--- src/design/tlfps_pkg.sv ---
// package for the two-led flash pattern sequencer
// shared widths, mode limit, debounce counts and the pattern state record
package tlfps_pkg;

    localparam int LastMode   = 25;
    localparam int PressRun   = 3;
    localparam int ReleaseRun = 60;

    typedef struct packed {
        logic [4:0]  mode;
        logic [11:0] duty_timer_a;
        logic [11:0] duty_timer_b;
        logic [7:0]  blink_level_a;
        logic [7:0]  blink_level_b;
        logic [7:0]  blink_count_a;
        logic [7:0]  blink_count_b;
        logic [9:0]  start_delay;
        logic [1:0]  pattern_phase;
        logic [7:0]  step_counter;
        logic [1:0]  selected_led;
        logic [1:0]  selected_mask;
        logic [2:0]  switch_count;
        logic [5:0]  last_quarter_count;
        logic [1:0]  first_led_phase;
        logic        first_led_subphase;
        logic [1:0]  first_led_rounds;
        logic [1:0]  second_led_phase;
        logic        second_led_subphase;
        logic [1:0]  second_led_rounds;
        logic [1:0]  drive;
    } pat_state_t;

    typedef struct packed {
        logic [1:0] press_run;
        logic [5:0] release_run;
        logic       held;
    } deb_state_t;

endpackage

--- src/design/tlfps_debounce.sv ---
// key debouncer: asymmetric press and release run counters
// depends on tlfps_pkg
module tlfps_debounce #(
    parameter int PRESS_RUN   = tlfps_pkg::PressRun,
    parameter int RELEASE_RUN = tlfps_pkg::ReleaseRun
) (
    input  tlfps_pkg::deb_state_t cur,
    input  logic                  pressed,
    output tlfps_pkg::deb_state_t nxt,
    output logic                  fire
);
    import tlfps_pkg::*;

    localparam logic [1:0] PressMax   = 2'(PRESS_RUN);
    localparam logic [5:0] ReleaseMax = 6'(RELEASE_RUN);

    // run counters and held flag
    always_comb
    begin
        nxt  = cur;
        fire = 1'b0;
        if (pressed)
        begin
            if (cur.press_run < PressMax)
                nxt.press_run = cur.press_run + 2'd1;
            nxt.release_run = '0;
            if (!cur.held && nxt.press_run >= PressMax)
            begin
                nxt.held = 1'b1;
                fire     = 1'b1;
            end
        end
        else
        begin
            if (cur.release_run < ReleaseMax)
                nxt.release_run = cur.release_run + 6'd1;
            nxt.press_run = '0;
            if (cur.held && nxt.release_run >= ReleaseMax)
                nxt.held = 1'b0;
        end
    end
endmodule

--- src/design/tlfps_pattern.sv ---
// pattern stepper: mode advance, re-init and the 26 flash patterns
// depends on tlfps_pkg
module tlfps_pattern (
    input  tlfps_pkg::pat_state_t cur,
    input  logic                  adv_neg,
    input  logic                  adv_pos,
    output tlfps_pkg::pat_state_t nxt
);
    import tlfps_pkg::*;

    pat_state_t s;

    function automatic pat_state_t init_pat(input pat_state_t i);
        pat_state_t o;
        o = i;
        o.drive = '0;
        o.blink_count_a = '0;
        o.blink_count_b = '0;
        o.duty_timer_a = '0;
        o.duty_timer_b = '0;
        o.start_delay = '0;
        o.pattern_phase = '0;
        o.step_counter = '0;
        o.blink_level_a = '0;
        o.blink_level_b = '0;
        o.selected_led = 2'd0;
        o.selected_mask = 2'd1;
        if (i.mode == 5'd9) o.start_delay = 10'd385;
        if (i.mode == 5'd11) o.start_delay = 10'd935;
        if (i.mode == 5'd13 || i.mode == 5'd14) o.step_counter = 8'd15;
        if (i.mode == 5'd15 || i.mode == 5'd17)
        begin
            o.selected_led = 2'd1;
            o.switch_count = '0;
            o.last_quarter_count = '0;
        end
        if (i.mode == 5'd19 || i.mode == 5'd20) o.start_delay = 10'd109;
        if (i.mode == 5'd23)
        begin
            o.first_led_phase = '0;
            o.second_led_phase = '0;
            o.first_led_subphase = '0;
            o.second_led_subphase = '0;
            o.first_led_rounds = '0;
            o.second_led_rounds = '0;
            o.start_delay = 10'd386;
        end
        return o;
    endfunction

    function automatic pat_state_t adv(input pat_state_t i);
        pat_state_t o;
        o = i;
        o.mode = (i.mode >= 5'(LastMode)) ? 5'd0 : i.mode + 5'd1;
        return init_pat(o);
    endfunction

    function automatic pat_state_t bla(input pat_state_t i, input logic [11:0] on,
                                       input logic [11:0] off);
        pat_state_t o;
        o = i;
        if (i.duty_timer_a == '0)
        begin
            if (i.blink_level_a != '0)
            begin
                o.blink_level_a = '0;
                o.duty_timer_a = off;
                o.blink_count_a = i.blink_count_a + 8'd1;
            end
            else
            begin
                o.blink_level_a = 8'hff;
                o.duty_timer_a = on;
            end
        end
        return o;
    endfunction

    function automatic pat_state_t blb(input pat_state_t i, input logic [11:0] on,
                                       input logic [11:0] off);
        pat_state_t o;
        o = i;
        if (i.duty_timer_b == '0)
        begin
            if (i.blink_level_b != '0)
            begin
                o.blink_level_b = '0;
                o.duty_timer_b = off;
                o.blink_count_b = i.blink_count_b + 8'd1;
            end
            else
            begin
                o.blink_level_b = 8'hff;
                o.duty_timer_b = on;
            end
        end
        return o;
    endfunction

    function automatic logic done_a(input pat_state_t i, input logic [7:0] n);
        return i.blink_count_a >= n && i.blink_level_a == '0 && i.duty_timer_a == '0;
    endfunction

    function automatic logic done_b(input pat_state_t i, input logic [7:0] n);
        return i.blink_count_b >= n && i.blink_level_b == '0 && i.duty_timer_b == '0;
    endfunction

    function automatic pat_state_t alternating(input pat_state_t i, input logic [11:0] fl,
                                               input logic [11:0] hold);
        pat_state_t o;
        o = i;
        if (i.pattern_phase == 2'd0)
        begin
            if (done_a(i, 8'd4))
            begin
                o.blink_count_a = '0;
                o.blink_level_a = {6'd0, i.selected_mask};
                o.drive = '0;
                o.pattern_phase = 2'd1;
                o.duty_timer_a = hold;
            end
            else
            begin
                o = bla(i, fl, fl);
                // one-hot mask of the selected led, empty when the index is past led 1
                o.selected_mask = (i.selected_led == 2'd0) ? 2'd1
                                : ((i.selected_led == 2'd1) ? 2'd2 : 2'd0);
                o.drive = o.blink_level_a[1:0] & o.selected_mask;
            end
        end
        else if (i.pattern_phase == 2'd1)
        begin
            o.drive = i.blink_level_a[1:0];
            if (i.duty_timer_a == '0)
            begin
                o.selected_led = i.selected_led ^ 2'd1;
                o.blink_count_a = '0;
                o.blink_level_a = '0;
                o.drive = '0;
                o.pattern_phase = 2'd0;
            end
        end
        return o;
    endfunction

    function automatic pat_state_t synced(input pat_state_t i, input logic [11:0] fl,
                                          input logic [11:0] hold, input logic [11:0] off);
        pat_state_t o;
        o = i;
        if (i.pattern_phase == 2'd0)
        begin
            if (done_a(i, 8'd4))
            begin
                o.blink_count_a = '0;
                o.blink_level_a = '0;
                o.pattern_phase = 2'd1;
            end
            else o = bla(i, fl, fl);
        end
        else if (i.pattern_phase == 2'd1)
        begin
            if (done_a(i, 8'd1))
            begin
                o.blink_count_a = '0;
                o.blink_level_a = '0;
                o.pattern_phase = 2'd0;
            end
            else o = bla(i, hold, off);
        end
        o.drive = o.blink_level_a[1:0];
        return o;
    endfunction

    function automatic pat_state_t staggered(input pat_state_t i, input logic [11:0] on,
                                             input logic [11:0] off, input logic swp);
        pat_state_t o;
        o = bla(i, on, off);
        if (i.start_delay == '0)
        begin
            o = blb(o, on, off);
            o.drive = swp ? {o.blink_level_a[1], o.blink_level_b[0]}
                          : {o.blink_level_b[1], o.blink_level_a[0]};
        end
        else
        begin
            o.start_delay = i.start_delay - 10'd1;
            o.drive = swp ? {o.blink_level_a[1], 1'b0} : {1'b0, o.blink_level_a[0]};
        end
        return o;
    endfunction

    function automatic pat_state_t ramp(input pat_state_t i, input logic one);
        pat_state_t o;
        logic [11:0] t;
        o = i;
        t = {4'd0, i.step_counter} * 12'd15;
        if (done_a(i, 8'd1))
        begin
            o.blink_count_a = '0;
            if (i.pattern_phase == 2'd0)
            begin
                o.step_counter = i.step_counter - 8'd1;
                if (o.step_counter == '0)
                begin
                    o.pattern_phase = 2'd1;
                    o.step_counter = 8'd1;
                end
            end
            else
            begin
                o.step_counter = i.step_counter + 8'd1;
                if (o.step_counter == 8'd15) o.pattern_phase = 2'd0;
            end
        end
        else o = bla(i, t, t);
        if (one) o.drive = (o.blink_level_a != '0) ? 2'd2 : 2'd1;
        else o.drive = (o.blink_level_a != '0) ? 2'd3 : 2'd0;
        return o;
    endfunction

    function automatic pat_state_t split_run(input pat_state_t i, input logic [11:0] t1,
                                             input logic [11:0] t2);
        pat_state_t o;
        logic [5:0] q;
        o = i;
        if (i.pattern_phase < 2'd2)
        begin
            o = bla(i, t1, t1);
            if (i.blink_level_a != '0 && o.blink_level_a == '0)
                o.selected_led = i.selected_led ^ 2'd3;
            o.drive = o.blink_level_a[1:0] & o.selected_led;
            if (o.blink_count_a >= 8'd4)
            begin
                o.blink_count_a = '0;
                o.blink_level_a = '0;
                o.pattern_phase = i.pattern_phase + 2'd1;
                if (o.pattern_phase == 2'd2)
                begin
                    o.switch_count = '0;
                    o.last_quarter_count = '0;
                end
            end
        end
        else
        begin
            o = blb(i, t2, t2);
            o.drive = o.blink_level_b[1:0] & o.selected_led;
            q = o.blink_count_b[7:2];
            if (q != '0 && q > i.last_quarter_count)
            begin
                o.selected_led = o.selected_led ^ 2'd3;
                o.last_quarter_count = q;
                o.switch_count = i.switch_count + 3'd1;
                if (o.switch_count >= 3'd4)
                begin
                    o.pattern_phase = 2'd0;
                    o.blink_count_b = '0;
                    o.blink_level_b = '0;
                    o.switch_count = '0;
                    o.last_quarter_count = '0;
                end
            end
        end
        return o;
    endfunction

    function automatic pat_state_t mode8(input pat_state_t i);
        pat_state_t o;
        o = i;
        if (i.pattern_phase == 2'd0)
        begin
            if (done_a(i, 8'd4))
            begin
                o.blink_count_a = '0;
                o.blink_level_a = '0;
                o.pattern_phase = 2'd1;
                o.duty_timer_a = 12'd1070;
            end
            else o = bla(i, 12'd119, 12'd119);
        end
        else if (i.pattern_phase == 2'd1)
        begin
            if (i.duty_timer_a == '0)
            begin
                o.blink_count_a = '0;
                o.blink_level_a = '0;
                o.pattern_phase = 2'd0;
            end
        end
        o.drive = o.blink_level_a[1:0];
        return o;
    endfunction

    function automatic pat_state_t mode16(input pat_state_t i);
        pat_state_t o;
        o = i;
        if (i.pattern_phase == 2'd0)
        begin
            if (done_a(i, 8'd4))
            begin
                o.blink_count_a = '0;
                o.pattern_phase = 2'd1;
            end
            else o = bla(i, 12'd99, 12'd299);
        end
        else if (i.pattern_phase == 2'd1)
        begin
            if (done_a(i, 8'd4))
            begin
                o.blink_count_a = '0;
                o.pattern_phase = 2'd2;
                o.start_delay = 10'd390;
            end
            else o = bla(i, 12'd49, 12'd49);
        end
        else
        begin
            if (i.start_delay != '0) o.start_delay = i.start_delay - 10'd1;
            else if (i.step_counter >= 8'd1)
            begin
                o.step_counter = '0;
                o.pattern_phase = 2'd0;
            end
            else
            begin
                o.step_counter = i.step_counter + 8'd1;
                o.pattern_phase = 2'd1;
            end
        end
        o.drive = (o.pattern_phase == 2'd2) ? 2'd0
                : ((o.blink_level_a != '0) ? 2'd3 : 2'd0);
        return o;
    endfunction

    function automatic pat_state_t mode18(input pat_state_t i);
        pat_state_t o;
        o = i;
        if (i.pattern_phase == 2'd0)
        begin
            if (done_a(i, 8'd4))
            begin
                o.blink_count_a = '0;
                o.blink_level_a = '0;
                o.pattern_phase = 2'd1;
            end
            else o = bla(i, 12'd238, 12'd711);
        end
        else if (i.pattern_phase == 2'd1)
        begin
            if (done_a(i, 8'd4))
            begin
                o.blink_count_a = '0;
                o.blink_level_a = '0;
                o.duty_timer_a = 12'd1071;
                o.pattern_phase = 2'd2;
            end
            else o = bla(i, 12'd120, 12'd120);
        end
        else if (i.duty_timer_a == '0)
        begin
            o.blink_count_a = '0;
            o.blink_level_a = '0;
            if (i.step_counter >= 8'd1)
            begin
                o.pattern_phase = 2'd0;
                o.step_counter = '0;
            end
            else
            begin
                o.step_counter = i.step_counter + 8'd1;
                o.pattern_phase = 2'd1;
            end
        end
        o.drive = o.blink_level_a[1:0];
        return o;
    endfunction

    function automatic pat_state_t clr_a(input pat_state_t i);
        pat_state_t o;
        o = i;
        o.blink_count_a = '0;
        o.blink_level_a = '0;
        return o;
    endfunction

    function automatic pat_state_t clr_b(input pat_state_t i);
        pat_state_t o;
        o = i;
        o.blink_count_b = '0;
        o.blink_level_b = '0;
        return o;
    endfunction

    function automatic pat_state_t mode23(input pat_state_t i);
        pat_state_t o;
        o = i;
        // first led sequencer
        if (i.first_led_phase == 2'd0)
        begin
            if (done_a(i, 8'd2))
            begin
                o = clr_a(o);
                o.first_led_phase = 2'd1;
                o.duty_timer_a = '0;
                o.first_led_rounds = '0;
                o.first_led_subphase = 1'b0;
            end
            else o = bla(o, 12'd290, 12'd485);
        end
        else if (i.first_led_phase == 2'd1)
        begin
            if (i.first_led_rounds >= 2'd2)
            begin
                o = clr_a(o);
                o.first_led_phase = 2'd2;
                o.duty_timer_a = '0;
                o.first_led_rounds = '0;
                o.first_led_subphase = 1'b0;
            end
            else if (!i.first_led_subphase)
            begin
                if (i.blink_count_a == 8'd4 && i.blink_level_a == '0 && i.duty_timer_a == '0)
                begin
                    o = clr_a(o);
                    o.first_led_subphase = 1'b1;
                end
                else o = bla(o, 12'd25, 12'd25);
            end
            else
            begin
                if (i.blink_count_a == 8'd1 && i.blink_level_a == '0 && i.duty_timer_a == '0)
                begin
                    o = clr_a(o);
                    o.first_led_subphase = 1'b0;
                    o.first_led_rounds = i.first_led_rounds + 2'd1;
                end
                else o = bla(o, 12'd194, 12'd399);
            end
        end
        else
        begin
            if (i.first_led_rounds >= 2'd2)
            begin
                o = clr_a(o);
                o.first_led_phase = 2'd0;
                o.duty_timer_a = '0;
                o.first_led_rounds = '0;
                o.first_led_subphase = 1'b0;
            end
            else if (!i.first_led_subphase)
            begin
                if (i.blink_count_a == 8'd4 && i.blink_level_a == '0 && i.duty_timer_a == '0)
                begin
                    o = clr_a(o);
                    o.first_led_subphase = 1'b1;
                    o.duty_timer_a = 12'd390;
                end
                else o = bla(o, 12'd50, 12'd50);
            end
            else
            begin
                o.blink_level_a = '0;
                if (i.duty_timer_a == '0)
                begin
                    o = clr_a(o);
                    o.first_led_subphase = 1'b0;
                    o.first_led_rounds = i.first_led_rounds + 2'd1;
                end
            end
        end
        // second led sequencer, after the start delay
        if (i.start_delay == '0)
        begin
            if (i.second_led_phase == 2'd0)
            begin
                if (i.second_led_rounds >= 2'd1)
                begin
                    o = clr_b(o);
                    o.duty_timer_b = '0;
                    o.second_led_subphase = 1'b0;
                    o.second_led_rounds = '0;
                    o.second_led_phase = 2'd1;
                end
                else if (!i.second_led_subphase)
                begin
                    if (done_b(i, 8'd2))
                    begin
                        o.second_led_subphase = 1'b1;
                        o = clr_b(o);
                        o.duty_timer_b = 12'd782;
                    end
                    else o = blb(o, 12'd290, 12'd97);
                end
                else if (i.duty_timer_b == '0)
                begin
                    o = clr_b(o);
                    o.second_led_subphase = 1'b0;
                    o.second_led_rounds = i.second_led_rounds + 2'd1;
                end
            end
            else if (i.second_led_phase == 2'd1)
            begin
                if (i.second_led_rounds >= 2'd2)
                begin
                    o = clr_b(o);
                    o.duty_timer_b = '0;
                    o.second_led_subphase = 1'b0;
                    o.second_led_rounds = '0;
                    o.second_led_phase = 2'd2;
                end
                else if (!i.second_led_subphase)
                begin
                    if (done_b(i, 8'd4))
                    begin
                        o = clr_b(o);
                        o.second_led_subphase = 1'b1;
                    end
                    else o = blb(o, 12'd25, 12'd25);
                end
                else
                begin
                    if (done_b(i, 8'd1))
                    begin
                        o = clr_b(o);
                        o.second_led_subphase = 1'b0;
                        o.second_led_rounds = i.second_led_rounds + 2'd1;
                    end
                    else o = blb(o, 12'd200, 12'd782);
                end
            end
            else
            begin
                if (!i.second_led_subphase)
                begin
                    if (done_b(i, 8'd8))
                    begin
                        o.second_led_subphase = 1'b1;
                        o = clr_b(o);
                        o.duty_timer_b = 12'd782;
                    end
                    else o = blb(o, 12'd50, 12'd50);
                end
                else if (i.duty_timer_b == '0)
                begin
                    o = clr_b(o);
                    o.second_led_rounds = '0;
                    o.second_led_phase = 2'd0;
                    o.second_led_subphase = 1'b0;
                end
            end
        end
        else o.start_delay = i.start_delay - 10'd1;
        o.drive = {o.blink_level_b[1], o.blink_level_a[0]};
        return o;
    endfunction

    // duty countdown, then mode advances from the debouncers
    always_comb
    begin
        s = cur;
        if (s.duty_timer_a != '0) s.duty_timer_a = s.duty_timer_a - 12'd1;
        if (s.duty_timer_b != '0) s.duty_timer_b = s.duty_timer_b - 12'd1;
        if (adv_neg) s = adv(s);
        if (adv_pos) s = adv(s);
    end

    // pattern step of the mode in force
    always_comb
    begin
        nxt = s;
        unique case (s.mode)
            5'd0:
            begin
                nxt = bla(s, 12'd1, 12'd1);
                nxt.drive = nxt.blink_level_a[1:0];
            end
            5'd1:  nxt = alternating(s, 12'd25, 12'd200);
            5'd2:  nxt = synced(s, 12'd25, 12'd200, 12'd390);
            5'd3:  nxt = alternating(s, 12'd59, 12'd470);
            5'd4:  nxt = synced(s, 12'd59, 12'd470, 12'd951);
            5'd5:  nxt = alternating(s, 12'd49, 12'd0);
            5'd6:  nxt = synced(s, 12'd49, 12'd0, 12'd439);
            5'd7:  nxt = alternating(s, 12'd119, 12'd0);
            5'd8:  nxt = mode8(s);
            5'd9:  nxt = staggered(s, 12'd289, 12'd485, 1'b0);
            5'd10:
            begin
                nxt = bla(s, 12'd290, 12'd480);
                nxt.drive = nxt.blink_level_a[1:0];
            end
            5'd11: nxt = staggered(s, 12'd698, 12'd1167, 1'b0);
            5'd12:
            begin
                nxt = bla(s, 12'd701, 12'd1161);
                nxt.drive = nxt.blink_level_a[1:0];
            end
            5'd13: nxt = ramp(s, 1'b1);
            5'd14: nxt = ramp(s, 1'b0);
            5'd15: nxt = split_run(s, 12'd99, 12'd49);
            5'd16: nxt = mode16(s);
            5'd17: nxt = split_run(s, 12'd238, 12'd120);
            5'd18: nxt = mode18(s);
            5'd19: nxt = staggered(s, 12'd109, 12'd327, 1'b0);
            5'd20: nxt = staggered(s, 12'd109, 12'd327, 1'b1);
            5'd21:
            begin
                if (s.duty_timer_a == '0)
                begin
                    nxt.duty_timer_a = 12'd109;
                    nxt.blink_count_a = s.blink_count_a + 8'd1;
                end
                nxt.drive = (nxt.blink_count_a[0]) ? 2'd1 : 2'd2;
            end
            5'd22:
            begin
                nxt = bla(s, 12'd109, 12'd109);
                nxt.drive = nxt.blink_level_a[1:0];
            end
            5'd23: nxt = mode23(s);
            5'd24:
            begin
                nxt = blb(bla(s, 12'd246, 12'd369), 12'd1, 12'd1);
                nxt.drive = {nxt.blink_level_b[1], nxt.blink_level_a[0]};
            end
            5'd25:
            begin
                nxt = blb(bla(s, 12'd246, 12'd369), 12'd1, 12'd1);
                nxt.drive = {nxt.blink_level_a[1], nxt.blink_level_b[0]};
            end
            default: nxt = s;
        endcase
    end
endmodule

--- src/design/two_led_flash_pattern_sequencer.sv ---
// top level of the two-led flash pattern sequencer
// the result is registered at the tick transfer and shown in the cycle after it
// throughput: one tick per cycle while no result waits stalled; state update is one combinational pass
// a waiting result stalls the input; a new tick is taken in the cycle it drains
// reset: asynchronous active low, mode 0, led selection 1, led mask 1, other pattern and key state cleared
// depends on tlfps_pkg, tlfps_debounce, tlfps_pattern
module two_led_flash_pattern_sequencer #(
    parameter int PRESS_RUN   = tlfps_pkg::PressRun,
    parameter int RELEASE_RUN = tlfps_pkg::ReleaseRun
) (
    input  logic       clk,
    input  logic       rst_n,
    input  logic       cfg_we,
    input  logic [4:0] cfg_wdata,
    input  logic       in_valid,
    output logic       in_stall,
    input  logic       neg_key_level,
    input  logic       pos_key_level,
    output logic       out_valid,
    input  logic       out_stall,
    output logic [1:0] led_drive,
    output logic [4:0] active_mode
);
    import tlfps_pkg::*;

    pat_state_t pat_reg, pat_next, pat_step;
    deb_state_t neg_reg, neg_next, neg_adj, pos_reg, pos_next;
    logic       neg_fire, pos_fire;
    logic       out_valid_reg;
    logic [1:0] led_reg;
    logic [4:0] mode_out_reg;
    logic       take;

    function automatic pat_state_t pat_reset_val();
        pat_state_t r;
        r = '0;
        r.selected_led = 2'd1;
        r.selected_mask = 2'd1;
        return r;
    endfunction

    tlfps_debounce #(.PRESS_RUN(PRESS_RUN), .RELEASE_RUN(RELEASE_RUN)) u_neg (
        .cur(neg_reg), .pressed(!neg_key_level), .nxt(neg_next), .fire(neg_fire)
    );
    tlfps_debounce #(.PRESS_RUN(PRESS_RUN), .RELEASE_RUN(RELEASE_RUN)) u_pos (
        .cur(pos_reg), .pressed(pos_key_level), .nxt(pos_next), .fire(pos_fire)
    );
    tlfps_pattern u_pat (
        .cur(pat_reg), .adv_neg(neg_fire), .adv_pos(pos_fire), .nxt(pat_step)
    );

    // accept whenever the result slot is free or drains this cycle
    assign in_stall = out_valid_reg && out_stall;
    assign take     = in_valid && !in_stall;

    // pattern re-init on a positive key press also clears the negative release run
    always_comb
    begin
        neg_adj = neg_next;
        if (pos_fire) neg_adj.release_run = '0;
    end

    // state next value including configuration write
    always_comb
    begin
        pat_next = pat_reg;
        if (take) pat_next = pat_step;
        if (cfg_we) pat_next.mode = (cfg_wdata > 5'(LastMode)) ? 5'd0 : cfg_wdata;
    end

    // state registers
    always_ff @(posedge clk or negedge rst_n)
    begin
        if (!rst_n)
        begin
            pat_reg <= pat_reset_val();
            neg_reg <= '0;
            pos_reg <= '0;
        end
        else
        begin
            pat_reg <= pat_next;
            if (take)
            begin
                neg_reg <= neg_adj;
                pos_reg <= pos_next;
            end
        end
    end

    // result register
    always_ff @(posedge clk or negedge rst_n)
    begin
        if (!rst_n)
            out_valid_reg <= 1'b0;
        else if (take)
            out_valid_reg <= 1'b1;
        else if (!out_stall)
            out_valid_reg <= 1'b0;
    end

    always_ff @(posedge clk)
    begin
        if (take)
        begin
            led_reg      <= pat_step.drive;
            mode_out_reg <= pat_step.mode;
        end
    end

    assign out_valid   = out_valid_reg;
    assign led_drive   = led_reg;
    assign active_mode = mode_out_reg;
endmodule

--- config.mk ---
export PLATFORM = sky130hd
export DESIGN_NAME = two_led_flash_pattern_sequencer
export DESIGN_NICKNAME = d
export VERILOG_FILES = /design/src/design/tlfps_pkg.sv /design/src/design/tlfps_debounce.sv /design/src/design/tlfps_pattern.sv /design/src/design/two_led_flash_pattern_sequencer.sv
export SDC_FILE = /design/constraint.sdc
export NUM_CORES = 1
export LEC_CHECK = 0
export ABC_AREA = 1
export BUFFER_PORTS_ARGS = -buffer_cell sky130_fd_sc_hd__buf_4
export CORE_UTILIZATION = 29
export DETAILED_ROUTE_END_ITERATION = 10
export PLACE_DENSITY_LB_ADDON = 0.05
export SETUP_SLACK_MARGIN = 0.4
export SLEW_MARGIN = 20
export SYNTH_ARGS = -nofsm -noshare
export SYNTH_HDL_FRONTEND = slang
export SYNTH_SLANG_ARGS = --single-unit
--- constraint.sdc ---
create_clock -name clk -period 6.28 [get_ports clk]
set_input_delay 1.256 -clock clk [delete_from_list [all_inputs] [get_ports clk]]
set_output_delay 1.256 -clock clk [all_outputs]
set_load 0.03 [all_outputs]
==> run summary <==
==========================================================================================
Outcome ..................................................................... finished clean
End of the worst register-to-register path ..................................  pat_reg[99]
Power per Cell Area .........................................................  525 nW/um^2
Worst R2R Path Depth ........................................................           32
Initial antenna violation count .............................................            3
Clock tree from TritonCTS ...................................................          yes
Max-cap violations ..........................................................            0
Number of sinks handled by clock tree synthesis .............................          132
Net count, final ............................................................         3572
Yosys top cell by area ...................................................... sky130_fd_sc_hd__nand2_1
Relative max-transition margin ..............................................        39.2%
1st-iter DRT viols ..........................................................         2455
Sum of negative setup slack .................................................         0 ps
Setup Slack @ Placement .....................................................      97.6 ps
Hold Path Cell Cnt ..........................................................            2
Post-synthesis async set-or-reset flop share ................................        94.7%
End-of-flow core utilization ................................................        32.9%
Post-route minimum period ...................................................      5540 ps
Net Count, Synth ............................................................         3545
Final worst clock skew ......................................................      14.8 ps
Worst hold path startpoint ..................................................  pat_reg[59]
Number of enable flip-flop cells after synthesis ............................            7
Vias in the first global route ..............................................        24200
Startpoint of the most critical register-to-register path ................... pat_reg[101]
Top post-synthesis cells by area ............................................ sky130_fd_sc_hd__nand2_1 17%, sky130_fd_sc_hd__dfrtp_1 15%, sky130_fd_sc_hd__o21ai_0 6.5%, sky130_fd_sc_hd__inv_1 6.5%, sky130_fd_sc_hd__nand3_1 6.5%
Routed wirelength normalized by instance count ..............................      24.5 um
Number of buffers created by CTS ............................................           17
Avg Vias per Cell ...........................................................         5.68
Leakage power summed over all cells .........................................      11.0 nW
Setup slack of the most critical reg-to-reg path ............................       890 ps
Hold WC Path Type ...........................................................   reg -> reg
Yosys reg bits ..............................................................          132
Port Buffer Count ...........................................................           20
CP most frequent cell ....................................................... sky130_fd_sc_hd__nand2_2
Post-synthesis cell type count ..............................................           72
Peak fanout along the critical path .........................................            8
Global route total overflow .................................................            0
Global-route track usage on met1 ............................................        41.2%
Syn-to-layout area delta ....................................................        11.5%
Register area share after synthesis .........................................        16.4%
First-pass GRT wire length ..................................................    160000 um
GRT Max-Usage Layer .........................................................         met2
Die height ..................................................................       267 um
Post-synthesis cell area ....................................................   20400 um^2
Number of buffers on the longest clock path .................................            2
Most used cells in the layout excluding fill and tap cells .................. 943 x sky130_fd_sc_hd__nand2_1, 350 x sky130_fd_sc_hd__inv_1, 304 x sky130_fd_sc_hd__nor2_1
Most common library cell in the layout ignoring fill and taps ............... sky130_fd_sc_hd__nand2_1
Largest net degree at the start of global routing ...........................          117
Crit. Startpoint ............................................................ neg_key_level
Overall fraction of global-route tracks in use ..............................        30.3%
Total core area .............................................................   69100 um^2
Clock edge transition at the registers on the reported setup and hold paths .        70 ps
H-tree Lvls .................................................................            4
Count of vias placed by the detailed router .................................        25200
Worst setup path endpoint ...................................................  pat_reg[99]
Max frequency ...............................................................      180 MHz
Global-route track usage on met3 ............................................        4.52%
Delay of the slowest critical-path stage ....................................       540 ps
Number of placement rows ....................................................           96
Full die area ...............................................................   71400 um^2
Width of the die ............................................................       267 um
Worst path required time ....................................................      6660 ps
Final Worst Setup Slack .....................................................       740 ps
Max VDD drop ................................................................   0.000364 V
Number of endpoints failing setup at the final stage ........................            0
Half-perimeter wire length of the detailed placement result .................     80200 um
Fillers .....................................................................         7843
Count of final max-slew check failures ......................................            0
Clock insertion delay at the later pin of the skew report ...................       520 ps
Post-route DRC violation count ..............................................            0
Number of buffers inserted by hold repair at cts ............................            0
Critical-path cell with the highest stage delay ............................. sky130_fd_sc_hd__fa_1
Final worst-path cycle share ................................................        88.2%
Worst Setup Path Type .......................................................    in -> reg
Arrival time of the worst setup path ........................................      5920 ps
Final hold violation count ..................................................            0
Setup repair after global routing missed its margin .........................        false
Number of flip-flops in the largest register ................................          106
Slew @ Worst Pin ............................................................       911 ps
Clock Tree Root ............................................................. sky130_fd_sc_hd__clkbuf_16
WL final ....................................................................    108000 um
Average cell area after synthesis ...........................................    5.89 um^2
Number of instances in the synthesized netlist ..............................         3458
Critical Path Start Type .................................................... primary input
DRT Pass-1 Iters ............................................................            6
Placer Congestion ...........................................................        0.977
Post-detailed-route count of antenna-violating nets .........................            0
Fraction of layout cells with a size suffix above 1 .........................        13.4%
Warnings, synthesis .........................................................            0
Primary flip-flop cell chosen by synthesis mapping .......................... sky130_fd_sc_hd__dfrtp_1
Number of top-level pins ....................................................           21
Share of the synthesized area in the top cell type ..........................        17.5%
Initial standard-cell utilization of the core ...............................        29.5%
Nature of the critical path endpoint ........................................         flop
Met2 usage in global routing ................................................        47.3%
==========================================================================================
## through the flow
step | hold slack (ps) | area (um^2) | total power [mW] | instances
finish | 484 | 22700 | 11.9 | 4430
floorplan | 449 | 20400 | 7.36 | 3458
CTS | 488 | 22600 | 11.6 | 4420
global placement | 463 | 22000 | 10.4 | 4388
detailed placement | 469 | 22000 | 10.4 | 4388
global route | 517 | 22700 | 12.9 | 4429
## cell families (layout without fill, tap and decap cells)
kind of cell	count (synthesis)	after routing	synth area share [%]
buffers and inverters	539	579	10.9
xor gates and xnor gates	50	50	2.15
DFF	132	132	16.4
other	0	1	0
adders and majority gates	75	75	5.08
AOI/OAI and AO/OA	793	793	22.1
muxes	2	2	0.0982
and+or+nand+nor	1867	1867	43.3
## timing repair
action	CTS	global route
setup buffers	0	9
gates resized for setup	0	20
endpoints found under the hold margin	0	0
endpoints found under the setup margin	0	19
## power by group
part | internal, mW | total, mW | switching (mW)
Sequential | 1.19 | 1.43 | 0.241
Clock | 0.610 | 1.18 | 0.571
Combinational | 2.93 | 9.31 | 6.38
Total | 4.73 | 11.9 | 7.19
## layout make-up
| cell class | instances | area (um^2) | share of cell area [%] |
|---|---|---|---|
| Multi-Input combinational cell | 2787 | 14900 | 65.8 |
| Sequential cell | 132 | 3340 | 14.7 |
| Inverter | 401 | 1510 | 6.65 |
| Tap cell | 931 | 1160 | 5.13 |
| Timing Repair Buffer | 146 | 1140 | 5.00 |
| Clock buffer | 17 | 425 | 1.87 |
| Clock inverter | 15 | 199 | 0.875 |
| Antenna cell | 1 | 2.50 | 0.0110 |
## cells in the mapped netlist, types with 18 or more instances
cell / n
sky130_fd_sc_hd__nand2_1: 949
sky130_fd_sc_hd__inv_1: 353
sky130_fd_sc_hd__nor2_1: 309
sky130_fd_sc_hd__o21ai_0: 266
sky130_fd_sc_hd__nand3_1: 264
sky130_fd_sc_hd__a21oi_1: 218
sky130_fd_sc_hd__dfrtp_1: 123
sky130_fd_sc_hd__o21ai_1: 82
sky130_fd_sc_hd__clkbuf_1: 65
sky130_fd_sc_hd__ha_1: 62
sky130_fd_sc_hd__o22ai_1: 59
sky130_fd_sc_hd__nor3_1: 57
sky130_fd_sc_hd__nand2_2: 56
sky130_fd_sc_hd__nand4_1: 56
sky130_fd_sc_hd__inv_2: 45
sky130_fd_sc_hd__buf_2: 44
sky130_fd_sc_hd__o211ai_1: 40
sky130_fd_sc_hd__nor2_2: 38
sky130_fd_sc_hd__nor2_4: 34
sky130_fd_sc_hd__xor2_1: 33
sky130_fd_sc_hd__a31oi_1: 30
sky130_fd_sc_hd__a22oi_1: 22
sky130_fd_sc_hd__nand3_2: 19
sky130_fd_sc_hd__nand2_4: 18
## worst max-delay path, delay by kind of cell
family | cells | cell delay [ps]
fa+ha+maj | 3 | 1350
buf+inv | 6 | 650
compound gates | 9 | 1140
simple gates | 14 | 1360
xor+xnor | 1 | 140
## worst min path at each step
stage                   to
2_1_floorplan  pat_reg[59]
3_3_place_gp   pat_reg[68]
3_5_place_dp   pat_reg[63]
4_1_cts        pat_reg[63]
5_1_grt        pat_reg[59]
6_report       pat_reg[59]
## routing by layer
layer  up-vias  share of wire, %
li1      11600                 -
met1     12200                45
met2      1108                44
met3       241               6.9
met4         4               4.4
met5         -             0.022
No activity file was read; power rests on OpenSTA's default activity.
